--- config.mk ---
export PLATFORM = sky130hd
export DESIGN_NAME = rc4_key_mem
export DESIGN_NICKNAME = d
export VERILOG_FILES = /design/src/rtl/rc4_pkg.sv /design/src/rtl/rc4_key_mem.sv
export SDC_FILE = /design/constraint.sdc
export NUM_CORES = 2
export LEC_CHECK = 0
export ABC_AREA = 1
export BUFFER_PORTS_ARGS = -buffer_cell sky130_fd_sc_hd__buf_2
export CORE_MARGIN = 2
export CORE_UTILIZATION = 30
export CTS_CLUSTER_SIZE = 20
export DETAILED_ROUTE_END_ITERATION = 8
export PLACE_DENSITY = 0.48
export SYNTH_ARGS = -nofsm -noshare
export SYNTH_HDL_FRONTEND = slang
export SYNTH_SLANG_ARGS = --single-unit
export TNS_END_PERCENT = 100
--- constraint.sdc ---
create_clock -name clk_i -period 3.98 [get_ports clk_i]
set_input_delay 0.398 -clock clk_i [delete_from_list [all_inputs] [get_ports clk_i]]
set_output_delay 0.398 -clock clk_i [all_outputs]
set_load 0.01 [all_outputs]
--- src/rtl/rc4_pkg.sv ---
// Package with the shared types and constants of the RC4 engine.
package rc4_pkg;

  localparam int unsigned SBOX_N  = 256;
  localparam int unsigned SBOX_AW = 8;
  localparam int unsigned BYTE_W  = 8;

  localparam logic CMD_KEY  = 1'b0;
  localparam logic CMD_DATA = 1'b1;

  typedef logic [BYTE_W-1:0] byte_t;

  typedef struct packed {
    logic [SBOX_AW-1:0] raddr;
    logic               we;
    logic [SBOX_AW-1:0] waddr;
    byte_t              wdata;
    logic               clr;
  } sbox_req_t;

  typedef enum logic [3:0] {
    S_IDLE,
    S_D_RD_J,
    S_D_SWAP,
    S_D_WR_J,
    S_OUT,
    S_K_START,
    S_K_RD_N,
    S_K_RD_A,
    S_K_WR_N,
    S_K_WR_A
  } state_e;

  typedef enum logic [1:0] {
    FWD_NONE,
    FWD_SI,
    FWD_SJ
  } fwd_e;

endpackage

--- src/rtl/rc4_key_mem.sv ---
// Key byte memory with one write port and one registered read port.
module rc4_key_mem #(
  parameter int unsigned KEY_DEPTH = 256,
  parameter int unsigned KIDX_W    = 8
) (
  input  logic              clk_i,
  input  logic              we_i,
  input  logic [KIDX_W-1:0] waddr_i,
  input  rc4_pkg::byte_t    wdata_i,
  input  logic [KIDX_W-1:0] raddr_i,
  output rc4_pkg::byte_t    rdata_o
);

  rc4_pkg::byte_t mem [KEY_DEPTH];
  rc4_pkg::byte_t rdata_q;

  always_ff @(posedge clk_i) begin
    if (we_i) begin
      mem[waddr_i] <= wdata_i;
    end
    rdata_q <= mem[raddr_i];
  end

  assign rdata_o = rdata_q;

endmodule

== Yosys cells after proc, flatten, opt, wreduce, memory -nomap -nowiden ==
Memories as Yosys holds them, arrays and structs flattened. A register that Yosys moved wholly into a read port is not among the register bits.
Index checks and enable logic that the tools add are counted.
Storage, ports and cells
  register bits: 0
  RAM bits: 2048
  output and inout bits: 8
  logic and storage cells: 3
  memories kept: 1
Memories
  mem: depth 256, bits a word 8, read ports 1, clocked after Yosys merged registers in 1, write ports 1, line rc4_key_mem.sv:14  | rc4_pkg::byte_t mem [KEY_DEPTH];
Cells by class
  mux-type cells: 2
Operators by type and width (number)
  $mux W1: 2

== Longest topological paths before layout ==
  depth in word-level cells: 2
  depth in mapped cells: 15

== Worst setup path before layout ==
Ideal clock, no wire load.
  path kind: input to register
  from: in we_i
  to: mem mem[162][0] (netlist name) (enable)
  setup time: 0.370 ns
  arrival: 1.519 ns
  required time: 3.610 ns
  path slack: 2.091 ns
  stages: 4
  buffers on the path: 2
  path through: clkbuf_1 nand3_1 clkbuf_1 nor2_1
Between the ends
  word-level cells in the longest chain between the ends: 2
Ends and longest elaborated chain
  start, declared: line rc4_key_mem.sv:7  | input logic we_i,
  $mux W1: line rc4_key_mem.sv:18  | if (we_i) begin
  $mux W1 (implied by the code): line rc4_key_mem.sv:19  | mem[waddr_i] <= wdata_i;
  end, declared: line rc4_key_mem.sv:14
Every way passes these cells.

==> results.yml <==
yosys:
  synth_top_family_by_area: "simple AND/OR/NAND/NOR gates"
  synth_compound_area_frac: 0
  seq_area_frac_synth: 0.7394
  netlist_area_um2: 83400
  netlist_instances: 7003
  yosysWarnings: 0
  synth_edf_count: 2048
  synth-main-ff-cell: "edfxtp_1"
  yosysUniqueCellTypes: 14
  syn-num-nets: 7029
  synth_area_leaders: "edfxtp_1, nand3_1, nand2_1"
  synthMuxAreaShare: 0
  synth_most_common_cell: "nand2_1"
  synth_seq_cells: 2056
  async_flop_share: 0
  netlist.top_cell.by_area: "edfxtp_1"
  synth_xor_xnor_area_share: 0
  synthTopCellsByCount: "nand2_1, edfxtp_1, nand3_1, nor2_1, buf_2"
  synth-simple-area-share: 0.2295
  synth_fa_ha_area_frac: 0
  synth_area_per_cell_um2: 11.91
  yosysTopAreaCellShare: 0.7374
clock_network:
  cts_buffer_depth: 4
  h-tree-depth: 4
  clockRootBuffer: "clkbuf_16"
  clk_pin_slew_ns: 0.06
  worstSkewPairLatency_ns: 0.90
  cts_tree: "done"
  cts-resized-gates: 0
  numCtsBuffers: 216
  post-cts-setup-buffer-count: 0
  clkSinkCount: 2056
global_routing:
  grt_usage: 0.1802
  grt_overflow: 0
  antenna_found_initial: 8
  grt_pass1_vias: 52505
  grt_pass1_wl_mm: 376.5
  grt_max_degree: 118
route:
  routedWlPerCell_um: 23.64
  antenna_left: 0
  vias: 54565
  dr.pass1.iters: 6
  post_drt_via_cell_ratio: 4.974
  wl_mm: 259.3
  route.detailed.drc: 0
  drt_iter0_drc: 5391
pwr:
  leakagePower_nw: 32.75
  internal_power_mw: 35.33
  powerDensity_nw_per_um2: 481.5
  seqPwrFrac: 0.520
  p_switching_mw: 10.69
  comb_power_share: 0.063
  p_clk_frac: 0.417
  switching_share: 0.2322
  ir_worst_vdd_v: 0.0003533
worst_setup_path:
  path_delay_family: "simple AND/OR/NAND/NOR gates"
  path_class: "input pin to flop"
  critPathLaunchType: "input pin"
  regToRegSetupSlack_ns: 1.84
  cpMostUsedCell: "nand3_1"
  critPathBufInv: 4
  path_cells: "buf_8 > inv_16 > buf_12 > buf_4 > nand2_1 > nand3_1 > nand3_1 > nand3_1 > nand3_1 > nand3_1 > nand3_1 > nand2_1 > nand2_1 > nand2_1"
  cp_data_required_time_ns: 4.79
  cpPeakStageDelay_ns: 0.45
  cp-end-kind: "flop"
  arrival_ns: 3.40
  critPathSlowestCell: "inv_16"
  crit_fanout: 99
timing:
  final_hold_viol_count: 0
  max_freq_mhz: 385.9
  fin_crit_ns: 2.591
  maxSlewViolCount: 0
  finClkSkew_ns: 0.07054
  fin_crit_sh: 0.6511
  setup_viol: 0
  rsz0062_at_grt: "no"
  fin_setup_tns_ns: 0
  worstMarginPinSlew_ns: 1.195
  relSlewSlack: 0.2025
floorplan:
  die_x_um: 531.2
  initial_core_util: 0.3016
  pin_count: 34
  coreArea_um2: 276500
  dieArea_um2: 282200
  die_y_um: 531.2
  num_rows: 193
status:
  outcome: "finished, final reports clean"
finish:
  fillCellCount: 27132
  multi_input_area_um2: 19170
  register_area_um2: 61660
  drive_above_1_share: 0.08841
  final_area_um2: 95550
  area_growth_pct: 14.58
  finalNetCount: 7109
min_path:
  hp-class: "input pin to flop"
placement:
  placed_cell_area_um2: 88950
  gp_congestion: 0.8201
  dp_hpwl_mm: 149.9
  port_buffers: 33
flow_run:
  drv_cap: 0
## registers in the layout (all words and copies together), names as in the netlist
name     cells
mem       2048
rdata_o      8
## path summary, 6_finish.rpt
| kind | start | endpoint | cells after the start |
|---|---|---|---|
| max | raddr_i[0] | rdata_o[3] | 14 |
| min | wdata_i[6] | mem[103][6] | 1 |
| max reg2reg | mem[101][6] | rdata_o[6] | 10 |
| min reg2reg | mem[158][7] | rdata_o[7] | 10 |
## timing repair
action / 4_1_cts / 5_1_grt
hold endpoints to repair: 27 / 0
hold buffers: 2 / 0
endpoints found under the setup margin: 0 / 0
## cell type report
cell class                      instances  area share
Inverter                               39    0.001886
Clock inverter                        117    0.009454
Clock buffer                          268     0.05906
Antenna cell                           15   0.0003928
Timing Repair Buffer                  345     0.03483
Multi-Input combinational cell       4425      0.2006
Tap cell                             3705     0.04851
Sequential cell                      2056      0.6453
## through the flow
step                utilization  setup slack [ns]  std cells  hold slack, ns  total power [mW]
floorplan                     -             2.091       7003          0.4969             25.82
finish                   0.3456             1.389      10970         0.03751             46.01
CTS                      0.3454             1.463      10955        0.007458             46.43
global placement         0.3217            0.5263      10568          0.8194             27.28
global route             0.3456             1.341      10967         0.05083             47.42
detailed placement       0.3217            0.5285      10568          0.8083             27.28
## layer usage
layer,global-route usage,vias up,share of wire
met5,0,-,0
met4,0.05941,0,0.032
met3,0.02440,394,0.055
met2,0.2916,1613,0.47
met1,0.2491,27519,0.44
li1,-,25039,-
## kinds of logic after synthesis
logic type,Yosys count
simple gates,4425
buf+inv,522
flops,2056
## power groups by stage
stage               clock, mW  combinational [mW]  sequential (mW)
finish                   19.2                2.89             23.9
global route             20.4                3.12             23.9
CTS                      19.6                2.92             23.9
detailed placement          0                2.91             24.4
global placement            0                2.91             24.4
floorplan                   0                1.47             24.3
## cells in the final DEF, fill, tap and decap left out, types with 12 or more instances in the layout
cell type,synthesis,final
diode_2,0,15
buf_12,0,56
buf_4,46,256
bufinv_16,0,12
nand3_1,2019,2019
clkbuf_1,112,50
inv_1,36,34
edfxtp_1,2048,2048
clkinv_1,0,54
clkbuf_16,0,218
clkinv_2,0,35
nand2_1,2123,2111
nand2_2,0,12
buf_2,268,20
nor2_1,283,283
(Power assumes the default switching activity.)
