==> src/rtl/rc4_pkg.sv <==
// Package with the shared types and constants of the RC4 engine.
package rc4_pkg;

  localparam int unsigned SBOX_N  = 256;
  localparam int unsigned SBOX_AW = 8;
  localparam int unsigned BYTE_W  = 8;

  localparam logic CMD_KEY  = 1'b0;
  localparam logic CMD_DATA = 1'b1;

  typedef logic [BYTE_W-1:0] byte_t;

  typedef struct packed {
    logic [SBOX_AW-1:0] raddr;
    logic               we;
    logic [SBOX_AW-1:0] waddr;
    byte_t              wdata;
    logic               clr;
  } sbox_req_t;

  typedef enum logic [3:0] {
    S_IDLE,
    S_D_RD_J,
    S_D_SWAP,
    S_D_WR_J,
    S_OUT,
    S_K_START,
    S_K_RD_N,
    S_K_RD_A,
    S_K_WR_N,
    S_K_WR_A
  } state_e;

  typedef enum logic [1:0] {
    FWD_NONE,
    FWD_SI,
    FWD_SJ
  } fwd_e;

endpackage

==> src/rtl/rc4_sbox_mem.sv <==
// S-box memory with one read and one write port, registered read and per-entry valid bits.
module rc4_sbox_mem (
  input  logic               clk_i,
  input  logic               rst_ni,
  input  rc4_pkg::sbox_req_t req_i,
  output rc4_pkg::byte_t     rdata_o
);

  rc4_pkg::byte_t               mem [rc4_pkg::SBOX_N];
  logic [rc4_pkg::SBOX_N-1:0]   valid_q;
  rc4_pkg::byte_t               rdata_q;
  logic [rc4_pkg::SBOX_AW-1:0]  raddr_q;
  logic                         rvalid_q;

  always_ff @(posedge clk_i) begin
    if (req_i.we) begin
      mem[req_i.waddr] <= req_i.wdata;
    end
    rdata_q <= mem[req_i.raddr];
    raddr_q <= req_i.raddr;
  end

  always_ff @(posedge clk_i or negedge rst_ni) begin
    if (!rst_ni) begin
      valid_q  <= '0;
      rvalid_q <= 1'b0;
    end else begin
      rvalid_q <= valid_q[req_i.raddr];
      if (req_i.clr) begin
        valid_q <= '0;
      end else if (req_i.we) begin
        valid_q[req_i.waddr] <= 1'b1;
      end
    end
  end

  // An entry that was not written since the last clear holds the identity value.
  assign rdata_o = rvalid_q ? rdata_q : raddr_q;

endmodule

==> config.mk <==
export PLATFORM = sky130hd
export DESIGN_NAME = rc4_sbox_mem
export DESIGN_NICKNAME = d
export VERILOG_FILES = /design/src/rtl/rc4_pkg.sv /design/src/rtl/rc4_sbox_mem.sv
export SDC_FILE = /design/constraint.sdc
export NUM_CORES = 2
export LEC_CHECK = 0
export CAP_MARGIN = 30
export CORE_MARGIN = 5
export CORE_UTILIZATION = 43
export CTS_CLUSTER_SIZE = 25
export DETAILED_ROUTE_END_ITERATION = 10
export DONT_BUFFER_PORTS = 1
export PLACE_DENSITY = 0.54
export SYNTH_ARGS = -nofsm -noshare
export SYNTH_HDL_FRONTEND = slang
export SYNTH_SLANG_ARGS = --single-unit
==> constraint.sdc <==
create_clock -name clk_i -period 5 [get_ports clk_i]
set_clock_uncertainty 0.15 [all_clocks]
set_input_delay 1 -clock clk_i [delete_from_list [all_inputs] [get_ports clk_i]]
set_output_delay 1 -clock clk_i [all_outputs]
set_load 0.005 [all_outputs]
After elaboration in Yosys (flattened, before gate mapping)
Memory sizes are Yosys's and may differ from the RTL's. A register that Yosys moved wholly into a read port is not among the register bits.
Cells that the tools add are included.
- bits in registers: 265
- memory bits (writable): 2048
- input port bits: 28
- output and inout bits: 8
- word-level logic and storage cells: 19
- memories: 1
- $lt $le $gt $ge: 3
- mux-type cells: 9
- bitwise operators: 1
- reductions and logical operators: 2
- memories (memory ; words ; bits a word ; read ports ; clocked after Yosys merged registers in ; wr ports ; line ; source):
    mem ; 256 ; 8 ; 1 ; 1 ; 1 ; rc4_sbox_mem.sv:9 ; rc4_pkg::byte_t mem [rc4_pkg::SBOX_N];
- operators by type and width (operator ; count):
    256-bit 2-to-1 mux ; 2
    256-bit bitwise OR ; 1
    8-bit by 9-bit less-than comparator with 1-bit output, second input constant ; 2
    1-bit binary-select mux with 8-bit select ; 1
    1-bit demux with 8-bit select ; 1
    8-bit by 1-bit >= comparator with 1-bit output, second input constant ; 1
    8-bit 2-to-1 mux ; 1
    1-bit 2-to-1 mux ; 4
    2-bit nonzero test ; 1
    1-bit logical AND ; 1

Longest topological paths before layout
- depth in word-level cells: 7
- mapped depth: 11
- depth with buffers taken out: 6

Worst setup path before layout
OpenSTA, ideal clock, no wires.
- path kind: input-to-reg
- from: input port req_i[18] (netlist bit)
- to: register rdata_q[6], read port of mem
- arrival time: 2760 ps
- data required time: 4723 ps
- setup slack: 1963 ps
- stages on the path: 10
- path buffers: 4
- path through: buf_6 > buf_8 > buf_4 > buf_4 > mux2_2 > a222oi_1 > o211ai_1 > a32o_1 > o41ai_1 > nor3_1
- RTL lines (what ; line ; source):
    from (decl) ; rc4_sbox_mem.sv:5 ; input rc4_pkg::sbox_req_t req_i,
    to (decl) ; rc4_sbox_mem.sv:11 ; rc4_pkg::byte_t rdata_q;

==> results.toml <==
[run_status]
status = "finished with violations"
violations = "hold timing, slew limit"

[floorplanning]
core_area_sq_mm = 0.2094
ios = 36
dieArea_sq_mm = 0.2195
start_util_pct = 43.18
die_w_um = 468.5
num_rows = 168
die_y_um = 468.5

[timing]
fin_crit_ps = 4665
max-slew-margin-rel_pct = -51.45
finalSetupViolations = 0
timing.fmax_mhz = 214.4
finalCritPeriodShare_pct = 93.30
postLayoutSetupSlackWorst_ps = 334.8
tightest_slew_ps = 2272
rsz0062_at_grt = "no"
finalMaxSlewViolations = 260
fin_setup_tns_ps = 0
hold_violations = 257
worst_hold_slack_ps = -223.9

[synthesis]
ys_ff_latch = 2321
synth_area_sq_mm = 0.09040
synth_top_area_cell = "edfxtp_1"
synth_top_cells_by_area = "edfxtp_1 68%, mux4_2 12%, dfrtp_1 7.1%"
synth_seq_area_share_pct = 75.50
async_reset_ff_share_pct = 11.07
synth_edf_count = 2048
synthCells = 4715
ys_warn_count = 0
ys_types = 60
synth_top_area_share_pct = 68.03
synth_fp_nets = 4743
syn_area_per_cell_sq_um = 19.17
synth_ff_type = "edfxtp_1"

[placement]
io_buffers = 0
place_area_sq_mm = 0.09397
dpl_worst_slack_ps = 861.7
gp_congestion = 0.7838
dpl.cell_count = 7450
dp_hpwl_um = 131100

[setup_path]
cp.arrival_ps = 5220
path_class = "in -> reg"
rrSetupSlack_ps = 2160
cp.required_ps = 5550
r2r_cells = 7
critPathLaunch = "req_i[19]"
r2r-end = "rdata_q[7]"
end_kind = "register"
crit_fanout = 486
start_kind = "input port"
r2r_start = "mem[27][7]"

[pwr]
power_density_mw_per_mm2 = 393.8
leakagePower_nw = 33.52
ir_drop_mv = 0.3639

[finish]
fin_cells = 7917
final_common_cell = "edfxtp_1"
final_cell_mix = "2048 x edfxtp_1, 729 x nor2_1, 479 x mux4_2, 257 x dfrtp_1, 239 x clkbuf_16"
fin_area_sq_mm = 0.1021
nets = 4922
drive_gt1_share_pct = 22.13
area_growth_pct = 12.90

[drt]
vias_per_cell = 5.810
vias = 46000
drt_wl_total_um = 240000
drt-wirelength-per-cell_um = 30.31
dr.pass1.iters = 5
drc = 0
drtIter0Drc = 4819
ant_nets = 0

[clocking]
cts_sinks = 2321
cts_tree = "done"
cts.repair.resized = 0
clk_pin_slew_ps = 60
ctsHoldBuffers = 5
cts_setup_buffers = 0
cts.path.max_buffers = 3
clock-root-buffer = "clkbuf_16"
clk_latency_ps = 880
cts.htree.levels = 4
cts_buffers = 232

[global_routing]
grt_overflow = 0
grt_pass1_vias = 46030
grt_pass1_wl_um = 343000
antenna_found_initial = 4
track_usage_pct = 21.68
grt_max_degree = 668

[job]
maxCapViolations = 0

[worst_hold_path]
hold_class = "in -> async"
[flip-flops by register name, summed over array words and instances (netlist names)]
signal    count
rvalid_q      1
rdata_q       8
valid_q     256
mem        2048
raddr_q       8
[where the power goes]
group | internal [mW] | total, mW | switching [mW]
combinational | 0.609 | 1.40 | 0.789
sequential | 21.2 | 21.2 | 0.0539
clock | 10.1 | 17.6 | 7.46
total | 31.9 | 40.2 | 8.30
[synth_stat cells, types with 23 or more instances]
| cell | n |
|---|---|
| a21oi_1 | 101 |
| a221oi_1 | 23 |
| a22oi_1 | 180 |
| buf_2 | 28 |
| buf_4 | 29 |
| clkbuf_1 | 169 |
| dfrtp_1 | 257 |
| edfxtp_1 | 2048 |
| mux2i_1 | 178 |
| mux4_2 | 479 |
| nand2_1 | 46 |
| nand3_1 | 37 |
| nor2_1 | 731 |
| nor4_1 | 25 |
| o21ba_2 | 30 |
| o221ai_1 | 47 |
| o22ai_1 | 25 |
[how the worst max path moves through the flow]
| stage | endpoint | slack (ps) | depth (start not counted) |
|---|---|---|---|
| final | rdata_q[5] | 330 | 6 |
| after global routing | rdata_q[4] | 290 | 9 |
| after CTS | rdata_o[2] | 1750 | 1 |
| after detailed placement | rdata_q[4] | 860 | 6 |
| after global placement | rdata_q[5] | 590 | 5 |
| after floorplan | rdata_q[6] | 1960 | 10 |
[worst max-delay path: stages]
cell,delay [ps]
nand2_2,1470
o221ai_1,320
o21ai_0,230
a21oi_1,170
nor4_2,840
nor4_1,80
[routing by layer]
layer  global-route usage [%]  vias to the layer above  wire (um)
li1                         -                    19420          -
met1                    31.33                    24760     103900
met4                    5.773                        2       6126
met3                    3.659                      318      14940
met5                        0                        -         13
met2                    34.55                     1493     115000
[cells by family after synthesis]
group / Yosys count / synth area share [%]
compound gates: 493 / 4.001
simple gates: 926 / 4.223
buf+inv: 292 / 1.916
flops: 2321 / 75.50
mux: 683 / 14.36
[through the flow]
stage / util (%) / power, mW
2_1_floorplan: - / 22.61
3_3_place_gp: 44.85 / 22.79
3_5_place_dp: 44.88 / 22.80
4_1_cts: 48.63 / 40.32
5_1_grt: 48.75 / 41.42
6_report: 48.75 / 40.19
[final cells by class]
cell class                 instances  area, sq um
clock inverter                    99         1099
clock buffer                     347         6703
timing repair buffer             235         1999
sequential                      2321        68250
fill                           17400       107300
antenna                            6        15.01
inverter                           2        7.507
multi-input combinational       2102        20480
tap                             2805         3510
Note: power is estimated with default switching activity, not from simulation.
